===== config.mk =====
export PLATFORM = sky130hd
export DESIGN_NAME = hue_range_alpha_key
export DESIGN_NICKNAME = d
export VERILOG_FILES = /design/src/sv/hrak_pkg.sv /design/src/sv/hue_range_alpha_key.sv
export VERILOG_INCLUDE_DIRS = /design/src /design/src/sv
export SDC_FILE = /design/constraint.sdc
export NUM_CORES = 1
export LEC_CHECK = 0
export BUFFER_PORTS_ARGS = -buffer_cell sky130_fd_sc_hd__buf_2
export CAP_MARGIN = 5
export CORE_ASPECT_RATIO = 0.5
export CORE_MARGIN = 5
export CORE_UTILIZATION = 62
export DETAILED_ROUTE_END_ITERATION = 10
export GPL_TIMING_DRIVEN = 1
export HOLD_SLACK_MARGIN = 0.06
export PLACE_DENSITY = 0.84
export SYNTH_ARGS = -nofsm -noshare
export SYNTH_HDL_FRONTEND = slang
export SYNTH_SLANG_ARGS = --single-unit
export TNS_END_PERCENT = 100

===== constraint.sdc =====
create_clock -name clk -period 6.2 [get_ports clk]
set_input_delay 1.24 -clock clk [delete_from_list [all_inputs] [get_ports clk]]
set_output_delay 1.24 -clock clk [all_outputs]
set_load 0.1 [all_outputs]

===== src/sv/hue_range_alpha_key_defines.svh =====
// assertion macros for the hue range alpha key block
// used by the top level only; no other dependencies
`ifndef HUE_RANGE_ALPHA_KEY_DEFINES_SVH
`define HUE_RANGE_ALPHA_KEY_DEFINES_SVH

`ifndef SYNTH

// property must hold at every clock edge outside reset
`define HRAK_ASSERT(lbl, prop) \
    lbl: assert property (@(posedge clk) disable iff (!rst_n) (prop)) \
        else $error("hrak assertion failed");

// consequent must hold in the cycle after the antecedent
`define HRAK_ASSERT_NEXT(lbl, ante, cons) \
    lbl: assert property (@(posedge clk) disable iff (!rst_n) (ante) |=> (cons)) \
        else $error("hrak assertion failed");

`else

`define HRAK_ASSERT(lbl, prop)
`define HRAK_ASSERT_NEXT(lbl, ante, cons)

`endif

`endif


===== src/sv/hrak_pkg.sv =====
// types and constants for the hue range alpha key pipeline
// no dependencies
package hrak_pkg;

    // hue scale: 256 units per degree
    localparam logic [16:0] HUE_SIXTY = 17'd15360;
    localparam logic [16:0] HUE_FULL  = 17'd92160;
    localparam logic [16:0] HUE_BASE_RED   = 17'd0;
    localparam logic [16:0] HUE_BASE_GREEN = 17'd30720;
    localparam logic [16:0] HUE_BASE_BLUE  = 17'd61440;

    // configuration register indexes and reset values
    localparam logic REG_HUE_LOW  = 1'b0;
    localparam logic REG_HUE_HIGH = 1'b1;
    localparam logic [16:0] HUE_LOW_RESET  = 17'd36148;
    localparam logic [16:0] HUE_HIGH_RESET = 17'd36172;

    // alpha codes
    localparam logic [7:0] ALPHA_KEYED  = 8'd0;
    localparam logic [7:0] ALPHA_OPAQUE = 8'd255;

    // sector codes, by which channel holds the maximum
    localparam logic [1:0] SEC_RED   = 2'd0;
    localparam logic [1:0] SEC_GREEN = 2'd1;
    localparam logic [1:0] SEC_BLUE  = 2'd2;

    // divider geometry: quotient below 16384, two bits per stage
    localparam int QUO_W        = 14;
    localparam int DIV_BITS     = 2;
    localparam int DIV_STAGES   = QUO_W / DIV_BITS;
    // front stages (sort, scale), divider stages, hue stage
    localparam int DIV_PIPE     = 2 + DIV_STAGES;
    localparam int NUM_STAGES   = DIV_PIPE + 1;

    typedef struct packed {
        logic [7:0] red_in;
        logic [7:0] green_in;
        logic [7:0] blue_in;
    } pixel_t;

    typedef struct packed {
        logic [7:0]  red_out;
        logic [7:0]  green_out;
        logic [7:0]  blue_out;
        logic [7:0]  alpha_out;
        logic [16:0] hue_out;
    } result_t;

    // contents of one front or divider stage
    typedef struct packed {
        pixel_t            pix;
        logic [1:0]        sector;
        logic              neg;
        logic              zero;
        logic [7:0]        delta;
        logic [7:0]        mag;
        logic [7:0]        rem;
        logic [QUO_W-1:0]  dvd;
        logic [QUO_W-1:0]  quo;
    } div_t;

endpackage


===== src/sv/hue_range_alpha_key.sv =====
// a result reaches res_data through 11 registers:
// sort, scale, 7 divider stages, hue, output
// throughput: one pixel per cycle barring stalls; 7-stage radix-4 divider, fully pipelined
// a stall on the result side holds only the stages that are full; bubbles close up
// reset: rst_n clears all valid bits and loads the hue bounds with 36148 and 36172
// depends on hrak_pkg and hue_range_alpha_key_defines.svh
`include "hue_range_alpha_key_defines.svh"

module hue_range_alpha_key (
    input  logic             clk,
    input  logic             rst_n,
    input  logic             pix_valid,
    output logic             pix_stall,
    input  hrak_pkg::pixel_t pix_data,
    output logic             res_valid,
    input  logic             res_stall,
    output hrak_pkg::result_t res_data,
    input  logic             wr_en,
    input  logic             wr_index,
    input  logic [16:0]      wr_data
);
    import hrak_pkg::*;

    // one restoring division step on the 9-bit trial remainder
    function automatic div_t div_step(div_t s);
        logic [8:0] trial;
        div_t       o;
        o     = s;
        trial = {s.rem, s.dvd[QUO_W-1]};
        o.dvd = {s.dvd[QUO_W-2:0], 1'b0};
        if (trial >= {1'b0, s.delta})
        begin
            o.rem = 8'(trial - {1'b0, s.delta});
            o.quo = {s.quo[QUO_W-2:0], 1'b1};
        end
        else
        begin
            o.rem = trial[7:0];
            o.quo = {s.quo[QUO_W-2:0], 1'b0};
        end
        return o;
    endfunction

    logic [16:0] hue_low_reg;
    logic [16:0] hue_high_reg;

    logic [NUM_STAGES-1:0] vld_reg;
    logic [NUM_STAGES-1:0] vld_next;
    logic [NUM_STAGES:0]   en;

    div_t stg_reg  [DIV_PIPE];
    div_t stg_next [DIV_PIPE];

    pixel_t      hue_pix_reg;
    logic [16:0] hue_reg;
    logic [16:0] hue_next;

    logic    res_valid_reg;
    result_t res_reg;
    result_t res_next;

    // temporaries for the sort, scale and hue stages
    logic [7:0]  mx;
    logic [7:0]  mn;
    logic [7:0]  op_a;
    logic [7:0]  op_b;
    logic [21:0] scaled;
    logic [16:0] base;
    logic [16:0] quo_ext;
    div_t        last;

    // configuration registers
    always_ff @(posedge clk or negedge rst_n)
    begin
        if (!rst_n)
        begin
            hue_low_reg  <= HUE_LOW_RESET;
            hue_high_reg <= HUE_HIGH_RESET;
        end
        else if (wr_en)
        begin
            case (wr_index)
                REG_HUE_LOW:  hue_low_reg  <= wr_data;
                REG_HUE_HIGH: hue_high_reg <= wr_data;
                default:      ;
            endcase
        end
    end

    // stage enables: a stage moves when empty or when the next one moves
    always_comb
    begin
        en[NUM_STAGES] = !res_valid_reg || !res_stall;
        for (int k = NUM_STAGES - 1; k >= 0; k--)
        begin
            en[k] = !vld_reg[k] || en[k+1];
        end
    end

    assign pix_stall = !en[0];

    // valid bits travel with the data
    always_comb
    begin
        vld_next = vld_reg;
        if (en[0])
        begin
            vld_next[0] = pix_valid;
        end
        for (int k = 1; k < NUM_STAGES; k++)
        begin
            if (en[k])
            begin
                vld_next[k] = vld_reg[k-1];
            end
        end
    end

    // first stage: max, min, sector and difference magnitude
    always_comb
    begin
        mx = pix_data.red_in;
        mn = pix_data.red_in;
        if (pix_data.green_in > mx) mx = pix_data.green_in;
        if (pix_data.blue_in > mx)  mx = pix_data.blue_in;
        if (pix_data.green_in < mn) mn = pix_data.green_in;
        if (pix_data.blue_in < mn)  mn = pix_data.blue_in;

        stg_next[0]       = '0;
        stg_next[0].pix   = pix_data;
        stg_next[0].delta = mx - mn;
        stg_next[0].zero  = (mx == mn);
        if (pix_data.red_in == mx)
        begin
            stg_next[0].sector = SEC_RED;
            op_a = pix_data.green_in;
            op_b = pix_data.blue_in;
        end
        else if (pix_data.green_in == mx)
        begin
            stg_next[0].sector = SEC_GREEN;
            op_a = pix_data.blue_in;
            op_b = pix_data.red_in;
        end
        else
        begin
            stg_next[0].sector = SEC_BLUE;
            op_a = pix_data.red_in;
            op_b = pix_data.green_in;
        end
        stg_next[0].neg = (op_a < op_b);
        stg_next[0].mag = (op_a < op_b) ? (op_b - op_a) : (op_a - op_b);
    end

    // second stage: scale by 15360 and seed the divider
    always_comb
    begin
        stg_next[1] = stg_reg[0];
        scaled = ({6'd0, stg_reg[0].mag, 8'd0} << 6) - ({14'd0, stg_reg[0].mag} << 10);
        stg_next[1].rem = scaled[21:QUO_W];
        stg_next[1].dvd = scaled[QUO_W-1:0];
        stg_next[1].quo = '0;
    end

    // divider stages, two quotient bits each
    for (genvar k = 2; k < DIV_PIPE; k++)
    begin : g_div
        always_comb
        begin
            stg_next[k] = stg_reg[k-1];
            for (int j = 0; j < DIV_BITS; j++)
            begin
                stg_next[k] = div_step(stg_next[k]);
            end
        end
    end

    // hue stage: sector base plus or minus the quotient, zero for grey, wrap a negative red hue
    always_comb
    begin
        last    = stg_reg[DIV_PIPE-1];
        quo_ext = {{(17 - QUO_W){1'b0}}, last.quo};
        case (last.sector)
            SEC_RED:   base = HUE_BASE_RED;
            SEC_GREEN: base = HUE_BASE_GREEN;
            SEC_BLUE:  base = HUE_BASE_BLUE;
            default:   base = HUE_BASE_RED;
        endcase
        if (last.zero)
        begin
            hue_next = '0;
        end
        else if (!last.neg || quo_ext == '0)
        begin
            hue_next = base + quo_ext;
        end
        else if (base >= quo_ext)
        begin
            hue_next = base - quo_ext;
        end
        else
        begin
            hue_next = base + HUE_FULL - quo_ext;
        end
    end

    // output stage: range test against the keying bounds
    always_comb
    begin
        res_next.red_out   = hue_pix_reg.red_in;
        res_next.green_out = hue_pix_reg.green_in;
        res_next.blue_out  = hue_pix_reg.blue_in;
        res_next.hue_out   = hue_reg;
        res_next.alpha_out = (hue_reg >= hue_low_reg && hue_reg <= hue_high_reg)
                             ? ALPHA_KEYED : ALPHA_OPAQUE;
    end

    // control registers
    always_ff @(posedge clk or negedge rst_n)
    begin
        if (!rst_n)
        begin
            vld_reg       <= '0;
            res_valid_reg <= 1'b0;
        end
        else
        begin
            vld_reg <= vld_next;
            if (en[NUM_STAGES])
            begin
                res_valid_reg <= vld_reg[NUM_STAGES-1];
            end
        end
    end

    // payload registers
    always_ff @(posedge clk)
    begin
        for (int k = 0; k < DIV_PIPE; k++)
        begin
            if (en[k])
            begin
                stg_reg[k] <= stg_next[k];
            end
        end
        if (en[NUM_STAGES-1])
        begin
            hue_pix_reg <= stg_reg[DIV_PIPE-1].pix;
            hue_reg     <= hue_next;
        end
        if (en[NUM_STAGES])
        begin
            res_reg <= res_next;
        end
    end

    assign res_valid = res_valid_reg;
    assign res_data  = res_reg;

    // grey result: all three channels equal
    logic res_grey;
    assign res_grey = (res_reg.red_out == res_reg.green_out)
                      && (res_reg.green_out == res_reg.blue_out);

    // checks
    `HRAK_ASSERT(a_hue_in_range, res_valid_reg |-> res_reg.hue_out < HUE_FULL)
    `HRAK_ASSERT(a_grey_hue_zero, (res_valid_reg && res_grey) |-> res_reg.hue_out == '0)
    `HRAK_ASSERT(a_stall_when_full, pix_stall |-> (vld_reg[0] && res_valid_reg))
    `HRAK_ASSERT_NEXT(a_held_result, (res_valid_reg && res_stall), (res_valid_reg && $stable(res_reg)))

endmodule


# Word-level counts from Yosys, hierarchy flattened
# Memories as Yosys holds them, arrays and structs flattened.
# Index checks and enable logic that the tools add are counted.
[word_totals]
ff_bits = 135
latchBits = 0
mem_bits_rw = 720
rom_bits = 0
input_bits = 47
memories = 1
[mem_list]
columns = ["memory", "words", "word_bits", "read_ports", "rd_ports_with_merged_regs", "write_ports", "line_no", "rtl"]
rows = [
  ["stg_reg", 9, 80, 9, 0, 9, "hue_range_alpha_key.sv:51", "div_t stg_reg [DIV_PIPE];"],
]
[op_classes]
addsub = 22
multipliers = 0
div = 0
magnitude_cmp = 22
eq_ne = 5
shift = 0
mux = 61
bitwise = 1
reduce_logical = 30
[ops]
columns = ["operator", "count"]
rows = [
  ["$mux 8", 24],
  ["$sub 8x8->8", 17],
  ["$ge 9x8->1", 14],
  ["$mux 17", 2],
  ["$sub 17x14->17", 2],
  ["$mux 1", 32],
  ["$pmux 16 s2", 1],
  ["$eq 8x8->1", 3],
  ["$lt 8x8->1", 3],
  ["$sub 22x18->22", 1],
  ["$add 17x14->17", 1],
  ["$add 17x17->17 const B", 1],
  ["$ge 17x14->1", 1],
  ["$ge 17x17->1", 1],
  ["$le 17x17->1", 1],
  ["$gt 8x8->1", 2],
  ["$logic_not 1->1", 14],
  ["$logic_not 14->1", 1],
  ["$logic_or 1x1->1", 12],
  ["$mux 2", 2],
  ["$reduce_and 2->1", 2],
  ["$eq 2x1->1 const B", 1],
  ["$eq 2x2->1 const B", 1],
  ["$logic_and 1x1->1", 1],
  ["$not 1->1", 1],
]

# Depth between registers and ports, before layout
[depth]
depth_word = 14
mapped_depth = 32
ltp_nobuf = 28

# Least setup slack after synthesis
# OpenSTA, ideal clock, no wires.
[synth_path]
path_kind = "input to register"
from = "in pix_data[8] (netlist bit)"
to = "mem stg_reg[0][42] (netlist bit) (data pin)"
setup_ns = 0.264
arrival_ns = 6.975
required_time_ns = 5.936
setup_slack_ns = -1.039
stages = 30
path_buffers = 4
path_cell_list = "clkbuf_1 inv_1 ha_1 nor2b_1 o211ai_1 a211o_1 nand2_1 clkbuf_1 nor2_1 a21oi_1 ha_1 nand4_1 nor2_1 a211oi_1 nor2_1 a31o_2 nor2_1 clkbuf_1 nand2_1 o21a_1 fa_1 a21oi_1 nor2b_1 o31a_1 o41ai_1 buf_2 mux2i_1 nand2_1 a221oi_1 xnor2_1"
[synth_rtl]
columns = ["item", "line_no", "rtl"]
rows = [
  ["start: declaration", "hue_range_alpha_key.sv:14", "input hrak_pkg::pixel_t pix_data,"],
  ["end: declaration", "hue_range_alpha_key.sv:51", ""],
]

==> metrics <==
status finished with violations; failing checks setup timing; hold path depth 0; Post-Syn Nets 2295; hpwl dp 38400 µm; fin worst setup slack -56.4 ps; core area 0.0436 mm²; Yosys reg bits 570; largest family of logic cells by synthesized area adder cells; CTS Hold Bufs 0; first-pass GRT wire length 91700 µm; max-slew violations 0; Most used DFF post-synth edfxtp_1; Post-synth ARST share 7.89%; synthesized-area fraction occupied by adder cells 10.5%; Routed Antenna Nets 0; Worst-Margin Slew 1200 ps; Peak Freq 160 MHz; count leader, synth edfxtp_1; CTS H-tree lvls 2; reg2reg path depth 22; total grt overflow 0; IO Count 98; vias in the first global route 17.3k; Hold Slack 407 ps; Worst EP arrival 6570 ps; Synth Area in Compound Gates 8.51%; routed wire length 57800 µm; Cell variety after synth 73; CP required 6510 ps; top post-synthesis cells by area edfxtp_1 58%, ha_1 9.5%, mux2_2 4.2%; CTS tree yes; pin count of the biggest net entering global routing 58; final hold vios 0; slowest stage cell, crit path fa_2; multiplexer area fraction after synthesis 5.24%; critical path type in -> reg; initial core utilization 62.8%; area leader, netlist edfxtp_1; port bufs 97; Avg WL per Cell 20.1 µm; Mapped Area 0.0273 mm²; clk_lat worst skew 570 ps; register area share after synthesis 61.8%; Die W 307 µm; DR pass1 iterations 5; CTS Sinks 570; Worst path max stage delay 370 ps; Crit Path Max Fanout 6; Top delay family on crit path compound AO/OA/AOI/OAI gates; Total GRT Usage 23.6%; nets@finish 2517; RSZ-0062 raised after global routing true; min Tclk post-route 6260 ps; Buf/Inv on CP 6; Max clock buf depth 3; area share of and/or/nand/nor cells after synthesis 6.70%; Placer Congestion 0.909; Worst Hold Class reg -> reg; critical path launch point type input port; max cap viols 0; share of the synthesized area in the top cell type 57.6%; die area 0.0487 mm²; Iteration-0 DRC Markers 1303; clock-pin slew on the worst setup and hold paths 70 ps; Cell Rows 54; CTS Buf Count 48; relative slew slack 19.7%; via/cell ratio 5.86; initial antenna violation count 0; Worst setup EP type flip-flop; Area growth syn-to-layout 13.7%; synth cell count leaders 525 x edfxtp_1, 208 x ha_1, 191 x inv_1; layout cells sized above 1 21.3%; most frequent CP cell buf_4; final setup fails 3; number of synthesized flops with an enable pin 525; Root Buffer clkbuf_16; Syn Area/Cell 13.5 µm²; Clock Skew 18.1 ps; vias post-DR 16.8k; XOR/XNOR Fraction of Synth Area 3.78%; n_diodes 0; Remaining DRCs 0; DIE HEIGHT 159 µm; synthesis warning total 0; critical path depth 28; Tcrit/Tclk final 101%; cells after synthesis 2026; max reg flops 442
layout by cell type (no fill, tap or decap), types with 7 or more instances in the layout:
cell type,count
o21ai_0,92
fa_1,13
nand4_1,25
xor2_1,52
o21a_1,25
clkbuf_1,10
nor2_1,128
buf_4,106
dfstp_2,14
clkinv_2,11
mux2_2,101
clkinv_1,11
clkbuf_16,49
a21boi_0,12
nor4_1,7
o21ai_2,7
nand3_1,23
nand2b_1,22
nor2b_1,27
a21o_1,40
ha_1,203
nor3_1,15
edfxtp_1,525
a31oi_1,10
inv_1,184
a21oi_2,8
mux2i_1,24
nand2_1,94
o21ai_1,8
xnor2_1,66
dfrtp_1,31
buf_2,96
a21oi_1,92
layer usage:
metal	vias to the layer above	share of wire (%)	global-route usage, %
li1	7822	-	-
met1	8191	39	29.3
met2	666	51	43.6
met3	167	5.9	3.52
met4	0	3.3	7.42
met5	-	0	0
logic make-up (layout without fill, tap and decap cells):
kind of cell               after synthesis  count (layout)
AOI/OAI and AO/OA                      362             362
adders and majority gates              222             222
muxes                                  130             130
xor gates and xnor gates               118             118
buffers and inverters                  236             496
and+or+nand+nor                        388             389
DFF                                    570             570
final cells by class:
type                            count  area (µm²)
Inverter                          196         742
Clock buffer                       59        1260
Multi-Input combinational cell   1221        9820
Timing Repair Buffer              211        1390
Tap cell                          588         736
Clock inverter                     30         220
Sequential cell                   570       16900
Fill cell                        2694       12500
worst reg2reg max path, delay by kind of cell, from the launching register on:
kind,cells,cell delay [ps]
AO/OA/AOI/OAI,12,2940
multiplexers,2,840
adder cells (fa/ha/maj),2,540
buffers and inverters,3,490
flip-flops,1,480
AND/OR/NAND/NOR,3,450
through the flow:
step / std cells / setup slack [ps] / instance area (µm²) / util [%] / setup TNS (ps)
after floorplan: 2026 / -206 / 27500 / - / -572
after global placement: 2768 / -569 / 29200 / 67.0 / -3210
after detailed placement: 2768 / -714 / 29200 / 67.0 / -4060
after CTS: 2858 / 32.8 / 30700 / 70.5 / 0
after global routing: 2875 / -378 / 31100 / 71.3 / -1970
final: 2875 / -56.4 / 31100 / 71.3 / -112
what timing repair did:
item                                    CTS  global route
buffers inserted                          1            17
resized for setup                         3            59
endpoints found under the setup margin    3             7
pin swaps                                 1            37
cloned                                    0             1
final timing paths:
check,from,end,slack (ps)
worst max-delay path,pix_data[23],stg_reg[0][42]$_DFFE_PN_,-60
worst min-delay path,stg_reg[0][716]$_DFFE_PP_,hue_pix_reg[20]$_DFFE_PP_,410
worst max register to register,stg_reg[0][205]$_DFFE_PP_,stg_reg[0][271]$_DFFE_PP_,200
worst min register to register,stg_reg[0][716]$_DFFE_PP_,hue_pix_reg[20]$_DFFE_PP_,410
max in group asynchronous,rst_n,hue_low_reg[13]$_DFFE_PN0P_,4940
min in group asynchronous,rst_n,vld_reg[2]$_DFFE_PN0P_,810
Power is not shown: default switching activity piles up to over one toggle a cycle in this logic, so the estimate is an artifact.
